[src/mslcg_pkg.sv]
// ============================================================================
// mslcg_pkg
// Shared types and constants for the scaled minimal-standard LCG.
// ============================================================================
`default_nettype none

package mslcg_pkg;

    localparam int unsigned SEED_W     = 31;
    localparam int unsigned MULT_W     = 15;
    localparam int unsigned DATA_W     = 32;
    localparam int unsigned CFG_IDX_W  = 8;

    localparam logic [MULT_W-1:0] LCG_MULT = 15'd16807;
    localparam logic [SEED_W-1:0] LCG_MOD  = 31'h7FFF_FFFF;
    localparam logic [SEED_W-1:0] SEED_MAX = 31'h7FFF_FFFE;
    localparam logic [SEED_W-1:0] SEED_ONE = 31'd1;

    localparam logic [DATA_W-1:0] UPPER_RESET = 32'h0001_0000;
    localparam logic [DATA_W-1:0] LOWER_RESET = 32'h0000_0000;

    localparam logic [CFG_IDX_W-1:0] CFG_UPPER = 8'd0;
    localparam logic [CFG_IDX_W-1:0] CFG_LOWER = 8'd1;

    localparam logic REQ_NEXT = 1'b0;
    localparam logic REQ_LOAD = 1'b1;

    typedef struct packed {
        logic              is_load;
        logic              rejected;
        logic [SEED_W-1:0] seed;
    } item_t;

    typedef enum logic [1:0] {
        BK_IDLE,
        BK_LO,
        BK_HI,
        BK_FIN
    } back_state_t;

endpackage

`default_nettype wire

[src/mslcg_front.sv]
// ============================================================================
// mslcg_front
// Accepts requests, advances or loads the seed and queues the item.
// ============================================================================
`default_nettype none

module mslcg_front (
    input  wire logic                         clk,
    input  wire logic                         rst_n,
    input  wire logic                         in_valid,
    output logic                              in_ready,
    input  wire logic                         req_type,
    input  wire logic [31:0]                  load_seed,
    output logic                              q_push,
    output mslcg_pkg::item_t                  q_data,
    input  wire logic                         q_full
);

    logic [mslcg_pkg::SEED_W-1:0] seed_reg;
    logic [mslcg_pkg::SEED_W-1:0] seed_next;
    logic [45:0]                  prod;
    logic [31:0]                  fold;
    logic [31:0]                  fold_red;
    logic [mslcg_pkg::SEED_W-1:0] lcg_seed;
    logic                         load_ok;

    assign in_ready = !q_full;
    assign q_push   = in_valid && !q_full;

    // seed * 16807 mod 2^31-1 via Mersenne fold
    assign prod     = 46'(mslcg_pkg::LCG_MULT) * 46'(seed_reg);
    assign fold     = {1'b0, prod[30:0]} + {17'd0, prod[45:31]};
    assign fold_red = (fold >= {1'b0, mslcg_pkg::LCG_MOD})
                      ? (fold - {1'b0, mslcg_pkg::LCG_MOD}) : fold;
    assign lcg_seed = fold_red[mslcg_pkg::SEED_W-1:0];

    assign load_ok  = (load_seed != 32'd0) && (load_seed <= {1'b0, mslcg_pkg::SEED_MAX});

    always_comb
    begin
        q_data.is_load  = (req_type == mslcg_pkg::REQ_LOAD);
        q_data.rejected = 1'b0;
        if (req_type == mslcg_pkg::REQ_LOAD)
        begin
            if (load_ok)
            begin
                seed_next = load_seed[mslcg_pkg::SEED_W-1:0];
            end
            else
            begin
                seed_next       = mslcg_pkg::SEED_ONE;
                q_data.rejected = 1'b1;
            end
        end
        else
        begin
            seed_next = lcg_seed;
        end
        q_data.seed = seed_next;
    end

    always_ff @(posedge clk or negedge rst_n)
    begin
        if (!rst_n)
        begin
            seed_reg <= mslcg_pkg::SEED_ONE;
        end
        else if (q_push)
        begin
            seed_reg <= seed_next;
        end
    end

endmodule

`default_nettype wire

[src/mslcg_fifo.sv]
// ============================================================================
// mslcg_fifo
// Two-entry queue between the seed front end and the scaling back end.
// ============================================================================
`default_nettype none

module mslcg_fifo (
    input  wire logic              clk,
    input  wire logic              rst_n,
    input  wire logic              push,
    input  wire mslcg_pkg::item_t  wr_data,
    output logic                   full,
    input  wire logic              pop,
    output mslcg_pkg::item_t       rd_data,
    output logic                   empty
);

    mslcg_pkg::item_t mem [2];
    logic             wr_ptr_reg;
    logic             rd_ptr_reg;
    logic [1:0]       count_reg;

    assign full    = (count_reg == 2'd2);
    assign empty   = (count_reg == 2'd0);
    assign rd_data = mem[rd_ptr_reg];

    always_ff @(posedge clk)
    begin
        if (push)
        begin
            mem[wr_ptr_reg] <= wr_data;
        end
    end

    always_ff @(posedge clk or negedge rst_n)
    begin
        if (!rst_n)
        begin
            wr_ptr_reg <= 1'b0;
            rd_ptr_reg <= 1'b0;
            count_reg  <= 2'd0;
        end
        else
        begin
            if (push)
            begin
                wr_ptr_reg <= !wr_ptr_reg;
            end
            if (pop)
            begin
                rd_ptr_reg <= !rd_ptr_reg;
            end
            if (push && !pop)
            begin
                count_reg <= count_reg + 2'd1;
            end
            else if (pop && !push)
            begin
                count_reg <= count_reg - 2'd1;
            end
        end
    end

endmodule

`default_nettype wire

[src/mslcg_back.sv]
// ============================================================================
// mslcg_back
// Scales the seed into the configured range and holds the result register.
// ============================================================================
`default_nettype none

module mslcg_back (
    input  wire logic                         clk,
    input  wire logic                         rst_n,
    input  wire logic                         q_empty,
    input  wire mslcg_pkg::item_t             q_data,
    output logic                              q_pop,
    input  wire logic [31:0]                  upper_limit,
    input  wire logic [31:0]                  lower_limit,
    output logic                              out_valid,
    input  wire logic                         out_ready,
    output logic [31:0]                       scaled_value,
    output logic [mslcg_pkg::SEED_W-1:0]      raw_seed,
    output logic                              seed_rejected
);

    mslcg_pkg::back_state_t state_reg;
    mslcg_pkg::back_state_t state_next;

    mslcg_pkg::item_t item_reg;
    logic [32:0]      mag_reg;
    logic             neg_reg;
    logic [63:0]      acc_reg;
    logic             out_valid_reg;
    logic [31:0]      scaled_reg;
    logic [30:0]      raw_seed_reg;
    logic             rejected_reg;

    logic [32:0]      diff;
    logic [32:0]      mag;
    logic [46:0]      pp_lo;
    logic [47:0]      pp_hi;
    logic [63:0]      bias;
    logic [32:0]      qmag;
    logic [34:0]      lower_ext;
    logic [34:0]      sum;
    logic [31:0]      sat;
    logic             out_free;
    logic             load_out;

    assign diff  = {upper_limit[31], upper_limit} - {lower_limit[31], lower_limit};
    assign mag   = diff[32] ? (~diff + 33'd1) : diff;

    assign pp_lo = 47'(mag_reg[15:0]) * 47'(item_reg.seed);
    assign pp_hi = 48'(mag_reg[32:16]) * 48'(item_reg.seed);
    // rounding toward minus infinity on a negative range
    assign bias  = neg_reg ? 64'h0000_0000_7FFF_FFFF : 64'd0;

    assign qmag      = acc_reg[63:31];
    assign lower_ext = {{3{lower_limit[31]}}, lower_limit};
    assign sum       = neg_reg ? (lower_ext - {2'b00, qmag}) : (lower_ext + {2'b00, qmag});

    always_comb
    begin
        if (!sum[34] && (sum[33:31] != 3'b000))
        begin
            sat = 32'h7FFF_FFFF;
        end
        else if (sum[34] && (sum[33:31] != 3'b111))
        begin
            sat = 32'h8000_0000;
        end
        else
        begin
            sat = sum[31:0];
        end
    end

    assign out_free = !out_valid_reg || out_ready;

    always_comb
    begin
        state_next = state_reg;
        q_pop      = 1'b0;
        load_out   = 1'b0;
        unique case (state_reg)
            mslcg_pkg::BK_IDLE:
            begin
                if (!q_empty)
                begin
                    q_pop      = 1'b1;
                    state_next = mslcg_pkg::BK_LO;
                end
            end
            mslcg_pkg::BK_LO:
            begin
                state_next = mslcg_pkg::BK_HI;
            end
            mslcg_pkg::BK_HI:
            begin
                state_next = mslcg_pkg::BK_FIN;
            end
            mslcg_pkg::BK_FIN:
            begin
                if (out_free)
                begin
                    load_out   = 1'b1;
                    state_next = mslcg_pkg::BK_IDLE;
                end
            end
            default:
            begin
                state_next = mslcg_pkg::BK_IDLE;
            end
        endcase
    end

    always_ff @(posedge clk or negedge rst_n)
    begin
        if (!rst_n)
        begin
            state_reg     <= mslcg_pkg::BK_IDLE;
            out_valid_reg <= 1'b0;
        end
        else
        begin
            state_reg <= state_next;
            if (load_out)
            begin
                out_valid_reg <= 1'b1;
            end
            else if (out_ready)
            begin
                out_valid_reg <= 1'b0;
            end
        end
    end

    always_ff @(posedge clk)
    begin
        if (q_pop)
        begin
            item_reg <= q_data;
            mag_reg  <= mag;
            neg_reg  <= diff[32];
        end
        if (state_reg == mslcg_pkg::BK_LO)
        begin
            acc_reg <= 64'(pp_lo) + bias;
        end
        else if (state_reg == mslcg_pkg::BK_HI)
        begin
            acc_reg <= acc_reg + {pp_hi, 16'd0};
        end
        if (load_out)
        begin
            scaled_reg   <= item_reg.is_load ? 32'd0 : sat;
            raw_seed_reg <= item_reg.seed;
            rejected_reg <= item_reg.rejected;
        end
    end

    assign out_valid     = out_valid_reg;
    assign scaled_value  = scaled_reg;
    assign raw_seed      = raw_seed_reg;
    assign seed_rejected = rejected_reg;

endmodule

`default_nettype wire

[src/minimal_standard_lcg_scaled_unit.sv]
// ============================================================================
// minimal_standard_lcg_scaled_unit
// Minimal-standard Lehmer generator (x16807 mod 2^31-1) with Q16.16 scaling.
// ============================================================================
// Input stream: tuser[0] = 0 asks for the next number, 1 loads tdata as seed.
// Seeds outside 1..2^31-2 load 1 and set the rejected flag in m_axis_tuser.
// Output stream: one item per request; tdata = scaled value (Q16.16, zero on
// a load) and the 31-bit seed after the request, tuser = seed rejected.
// The front end updates the seed in the accept cycle (one 31x15 multiply and
// a Mersenne fold) and pushes into a two-entry queue.
// The back end splits the 33x31 range product into two halves, summed in the
// BK_LO and BK_HI states, then rounds, offsets and saturates into the output
// register in BK_FIN. It takes a new item from the queue only in BK_IDLE,
// after the previous item has been loaded into the output register.
// A stalled receiver holds the output register; the queue then fills and
// s_axis_tready drops after two more items.
// Reset sets the seed to 1, upper limit to 1.0 and lower limit to 0.
// Config writes (index 0 upper, 1 lower) are always ready; others are ignored.
// ============================================================================
`default_nettype none

module minimal_standard_lcg_scaled_unit (
    input  wire logic        clk,
    input  wire logic        rst_n,
    input  wire logic        s_axis_tvalid,
    output logic             s_axis_tready,
    input  wire logic [31:0] s_axis_tdata,   // [31:0] load_seed
    input  wire logic [0:0]  s_axis_tuser,   // [0] req_type
    output logic             m_axis_tvalid,
    input  wire logic        m_axis_tready,
    output logic [63:0]      m_axis_tdata,   // [31:0] scaled_value, [62:32] raw_seed
    output logic [0:0]       m_axis_tuser,   // [0] seed_rejected
    input  wire logic        cfg_valid,
    output logic             cfg_ready,
    input  wire logic [7:0]  cfg_index,
    input  wire logic [31:0] cfg_data
);

    logic [31:0]      upper_reg;
    logic [31:0]      lower_reg;
    logic             q_push;
    logic             q_pop;
    logic             q_full;
    logic             q_empty;
    mslcg_pkg::item_t q_wr;
    mslcg_pkg::item_t q_rd;
    logic [31:0]      scaled_value;
    logic [30:0]      raw_seed;
    logic             seed_rejected;

    assign cfg_ready = 1'b1;

    always_ff @(posedge clk or negedge rst_n)
    begin
        if (!rst_n)
        begin
            upper_reg <= mslcg_pkg::UPPER_RESET;
            lower_reg <= mslcg_pkg::LOWER_RESET;
        end
        else if (cfg_valid)
        begin
            unique case (cfg_index)
                mslcg_pkg::CFG_UPPER: upper_reg <= cfg_data;
                mslcg_pkg::CFG_LOWER: lower_reg <= cfg_data;
                default:
                begin
                end
            endcase
        end
    end

    mslcg_front u_front (
        .clk        (clk),
        .rst_n      (rst_n),
        .in_valid   (s_axis_tvalid),
        .in_ready   (s_axis_tready),
        .req_type   (s_axis_tuser[0]),
        .load_seed  (s_axis_tdata),
        .q_push     (q_push),
        .q_data     (q_wr),
        .q_full     (q_full)
    );

    mslcg_fifo u_fifo (
        .clk     (clk),
        .rst_n   (rst_n),
        .push    (q_push),
        .wr_data (q_wr),
        .full    (q_full),
        .pop     (q_pop),
        .rd_data (q_rd),
        .empty   (q_empty)
    );

    mslcg_back u_back (
        .clk           (clk),
        .rst_n         (rst_n),
        .q_empty       (q_empty),
        .q_data        (q_rd),
        .q_pop         (q_pop),
        .upper_limit   (upper_reg),
        .lower_limit   (lower_reg),
        .out_valid     (m_axis_tvalid),
        .out_ready     (m_axis_tready),
        .scaled_value  (scaled_value),
        .raw_seed      (raw_seed),
        .seed_rejected (seed_rejected)
    );

    assign m_axis_tdata = {1'b0, raw_seed, scaled_value};
    assign m_axis_tuser = seed_rejected;

endmodule

`default_nettype wire
[config.mk]
export PLATFORM = sky130hd
export DESIGN_NAME = minimal_standard_lcg_scaled_unit
export DESIGN_NICKNAME = d
export VERILOG_FILES = /design/src/mslcg_pkg.sv /design/src/mslcg_front.sv /design/src/mslcg_fifo.sv /design/src/mslcg_back.sv /design/src/minimal_standard_lcg_scaled_unit.sv
export SDC_FILE = /design/constraint.sdc
export NUM_CORES = 2
export LEC_CHECK = 0
export BUFFER_PORTS_ARGS = -buffer_cell sky130_fd_sc_hd__buf_2
export CAP_MARGIN = 20
export CORE_MARGIN = 2
export CORE_UTILIZATION = 45
export DETAILED_ROUTE_END_ITERATION = 12
export GPL_TIMING_DRIVEN = 0
export PLACE_DENSITY_LB_ADDON = 0.25
export SYNTH_ARGS = -nofsm -noshare
export SYNTH_HDL_FRONTEND = slang
export SYNTH_SLANG_ARGS = --single-unit
[constraint.sdc]
create_clock -name clk -period 16.3 [get_ports clk]
set_input_delay 0.815 -clock clk [delete_from_list [all_inputs] [get_ports clk]]
set_output_delay 0.815 -clock clk [all_outputs]
set_load 0.1 [all_outputs]
==> run_results.csv <==
group,metric,value,unit
route,drc_errors,0,
sta,min_period,11.97,ns
critical_path,cp_slowest_cell,"dfrtp_1",
die,rows,135,
logic_synthesis,avgSynthCellArea,9.317,µm²
final_layout,largest_register_ffs,66,
final_layout,area_growth,7.482,%
final_layout,multi_input_area,45480,µm²
clock_tree,clkSinkCount,347,
placed_design,port-buffer-count,143,
final_layout,fillers,13050,
logic_synthesis,yosys_warnings,0,
sta,setup_ws,4.334,ns
sta,finalMaxSlewViolations,0,
final_layout,mostFrequentLayoutCells,"1335 x inv_1, 1005 x fa_1, 942 x nand2_1",
placed_design,gp_congestion,0.9815,
route,routed_wl,182.3,mm
global_routing,grt_util_met2,42.21,%
global_routing,grt_pass1_vias,47700,
logic_synthesis,syn_inst,6593,
final_layout,final_common_cell,"inv_1",
sta,max_slew_margin,21.73,%
clock_tree,hold_buffers,0,
final_layout,area.sequential,9912,µm²
critical_path,critical_path.max_stage_delay,0.75,ns
clock_tree,cts_tree,"built",
logic_synthesis,synth-seq-cells,347,
die,fp.dieH,373.5,µm
sta,timing.fmax,83.57,MHz
global_routing,antenna_found_initial,12,
global_routing,grt_overflow,0,
sta,setup-violations-final,0,
clock_tree,worstSkewPairLatency,0.62,ns
clock_tree,htreeDepth,2,
die,core-area,135500,µm²
logic_synthesis,syn-cell-area,61430,µm²
clock_tree,cts_resized,0,
critical_path,end_kind,"flop",
die,io_pins,146,
clock_tree,cts.clk_slew.worst_paths,0.06,ns
global_routing,use_met1,36.70,%
logic_synthesis,ys_seq_area_share,16.14,%
clock_tree,clock-root-buffer,"clkbuf_16",
hold_path,hp-class,"in2async",
critical_path,cpMostUsedCell,"fa_1",
run_status,status,"complete, no violations",
route,wl_per_cell,21.18,µm
clock_tree,post_cts_buffers,0,
sta,rsz0062_at_grt,"no",
critical_path,startpoint_type,"flop",
route,via_per_inst,5.440,
global_routing,grt_max_degree,61,
global_routing,top_usage_layer,"met2",
sta,skew,0.04858,ns
sta,tns,0,ns
logic_synthesis,synth_edf_count,245,
sta,worst_pin_slew,1.174,ns
logic_synthesis,synth_ff_type,"edfxtp_1",
die,initial_core_util,45.34,%
die,die_area,139500,µm²
route,drt_pass1_iterations,6,
run,max_cap_viol_count,0,
global_routing,met3_usage,3.305,%
final_layout,layout-drive-gt1-share,6.258,%
logic_synthesis,ys_types,106,
logic_synthesis,synthArstFlopShare,29.39,%
critical_path,cp_data_required_time,16.62,ns
route,ant_nets,0,
placed_design,dp_hpwl,154.8,mm
placed_design,place_ws,4.532,ns
critical_path,reg2regPathDepth,41,
final_layout,num-nets-final,8443,
route,via_count,46830,
critical_path,critical_path_class,"reg2reg",
logic_synthesis,synth_fp_nets,8248,
clock_tree,clock_path_buffers,3,
sta,whs,0.1500,ns
global_routing,grt_pass1_wl,281.9,mm
global_routing,gr-usage-all-layers,26.43,%
critical_path,crit_fanout,10,
clock_tree,cts_buffers,43,
route,drt_iter0_markers,3789,
critical_path,worstPathArrival,12.28,ns
sta,period_share,73.41,%
die,fp.dieW,373.5,µm
sta,hold_violations,0,
[cell usage after synthesis, types with 13 or more instances]
cell / n / area share (%)
nor3_1: 57 / 0.46
o21ai_1: 24 / 0.20
nor2b_1: 34 / 0.35
xor2_1: 97 / 1.4
o21ai_0: 137 / 1.1
nand2_1: 942 / 5.8
dfrtp_1: 100 / 4.1
o2111ai_1: 13 / 0.19
and3_1: 26 / 0.26
clkbuf_1: 246 / 1.5
mux2_2: 122 / 2.2
a211oi_1: 14 / 0.17
ha_1: 572 / 12
mux2i_1: 16 / 0.26
edfxtp_1: 245 / 12
nand3_1: 63 / 0.51
o31ai_1: 15 / 0.18
nand4_1: 30 / 0.31
and2_1: 302 / 3.1
o21a_1: 32 / 0.39
a31oi_1: 26 / 0.26
or3_1: 32 / 0.33
xnor2_1: 191 / 2.7
a21oi_1: 231 / 1.9
inv_1: 1337 / 8.2
o211ai_1: 17 / 0.21
nor4_1: 26 / 0.26
nor2_1: 193 / 1.2
o21bai_1: 33 / 0.40
a21o_1: 144 / 1.8
fa_1: 1005 / 33
nand2b_1: 36 / 0.37
[routing by layer]
metal	vias up	part of all wire, %	wire, µm
li1	21180	-	-
met1	23740	43	77730
met2	1616	46	83320
met3	287	7.3	13250
met4	6	4.4	7950
met5	-	0.022	40
[through the flow]
stage,cells,cell area [µm²],util [%]
after floorplan,6593,61430,-
after global placement,8517,64370,47.52
after detailed placement,8523,64530,47.63
after CTS,8603,66010,48.73
after global routing,8604,66010,48.73
final,8608,66020,48.74
[kinds of logic after synthesis]
logic type      count (synthesis)  share of synthesized area [%]
simple gates                 1807                          13.82
buf+inv                      1603                          9.848
fa+ha+maj                    1577                          44.40
compound gates                830                          9.154
flops                         347                          16.14
xor+xnor                      288                          4.106
mux                           139                          2.522
other cells                     2                        0.01223
[final timing paths]
path                                      start  slack [ns]                    to
max                        u_front.seed_reg[13]        4.33     u_fifo.mem[1][11]
min                                       rst_n        0.15         lower_reg[30]
max reg2reg                u_front.seed_reg[13]        4.33     u_fifo.mem[1][11]
min reg2reg                 u_back.item_reg[31]        0.42  u_back.seed_rejected
max in group asynchronous                 rst_n       15.37   u_front.seed_reg[0]
min in group clk            u_back.item_reg[31]        0.42  u_back.seed_rejected
[final cells by class]
type,instances,share of cell area [%]
antenna,4,0.01516
buffer,265,1.556
clock buffer,63,1.927
clock inverter,17,0.3127
inverter,1338,7.611
multi-input combinational,4643,68.88
sequential,347,15.01
tap,1781,3.375
timing repair buffer,150,1.306
[worst max-delay path: cells and delay by family (launching register included)]
kind / cells / cell delay, ns
AND/OR/NAND/NOR: 11 / 2.41
adder cells (fa/ha/maj): 8 / 3.43
flip-flops: 1 / 0.75
multiplexers: 1 / 0.34
XOR/XNOR: 2 / 0.34
AO/OA/AOI/OAI: 12 / 3.28
buffers and inverters: 7 / 1.10
Power is not shown: default switching activity piles up to over one toggle a cycle in this logic, so the estimate is an artifact.
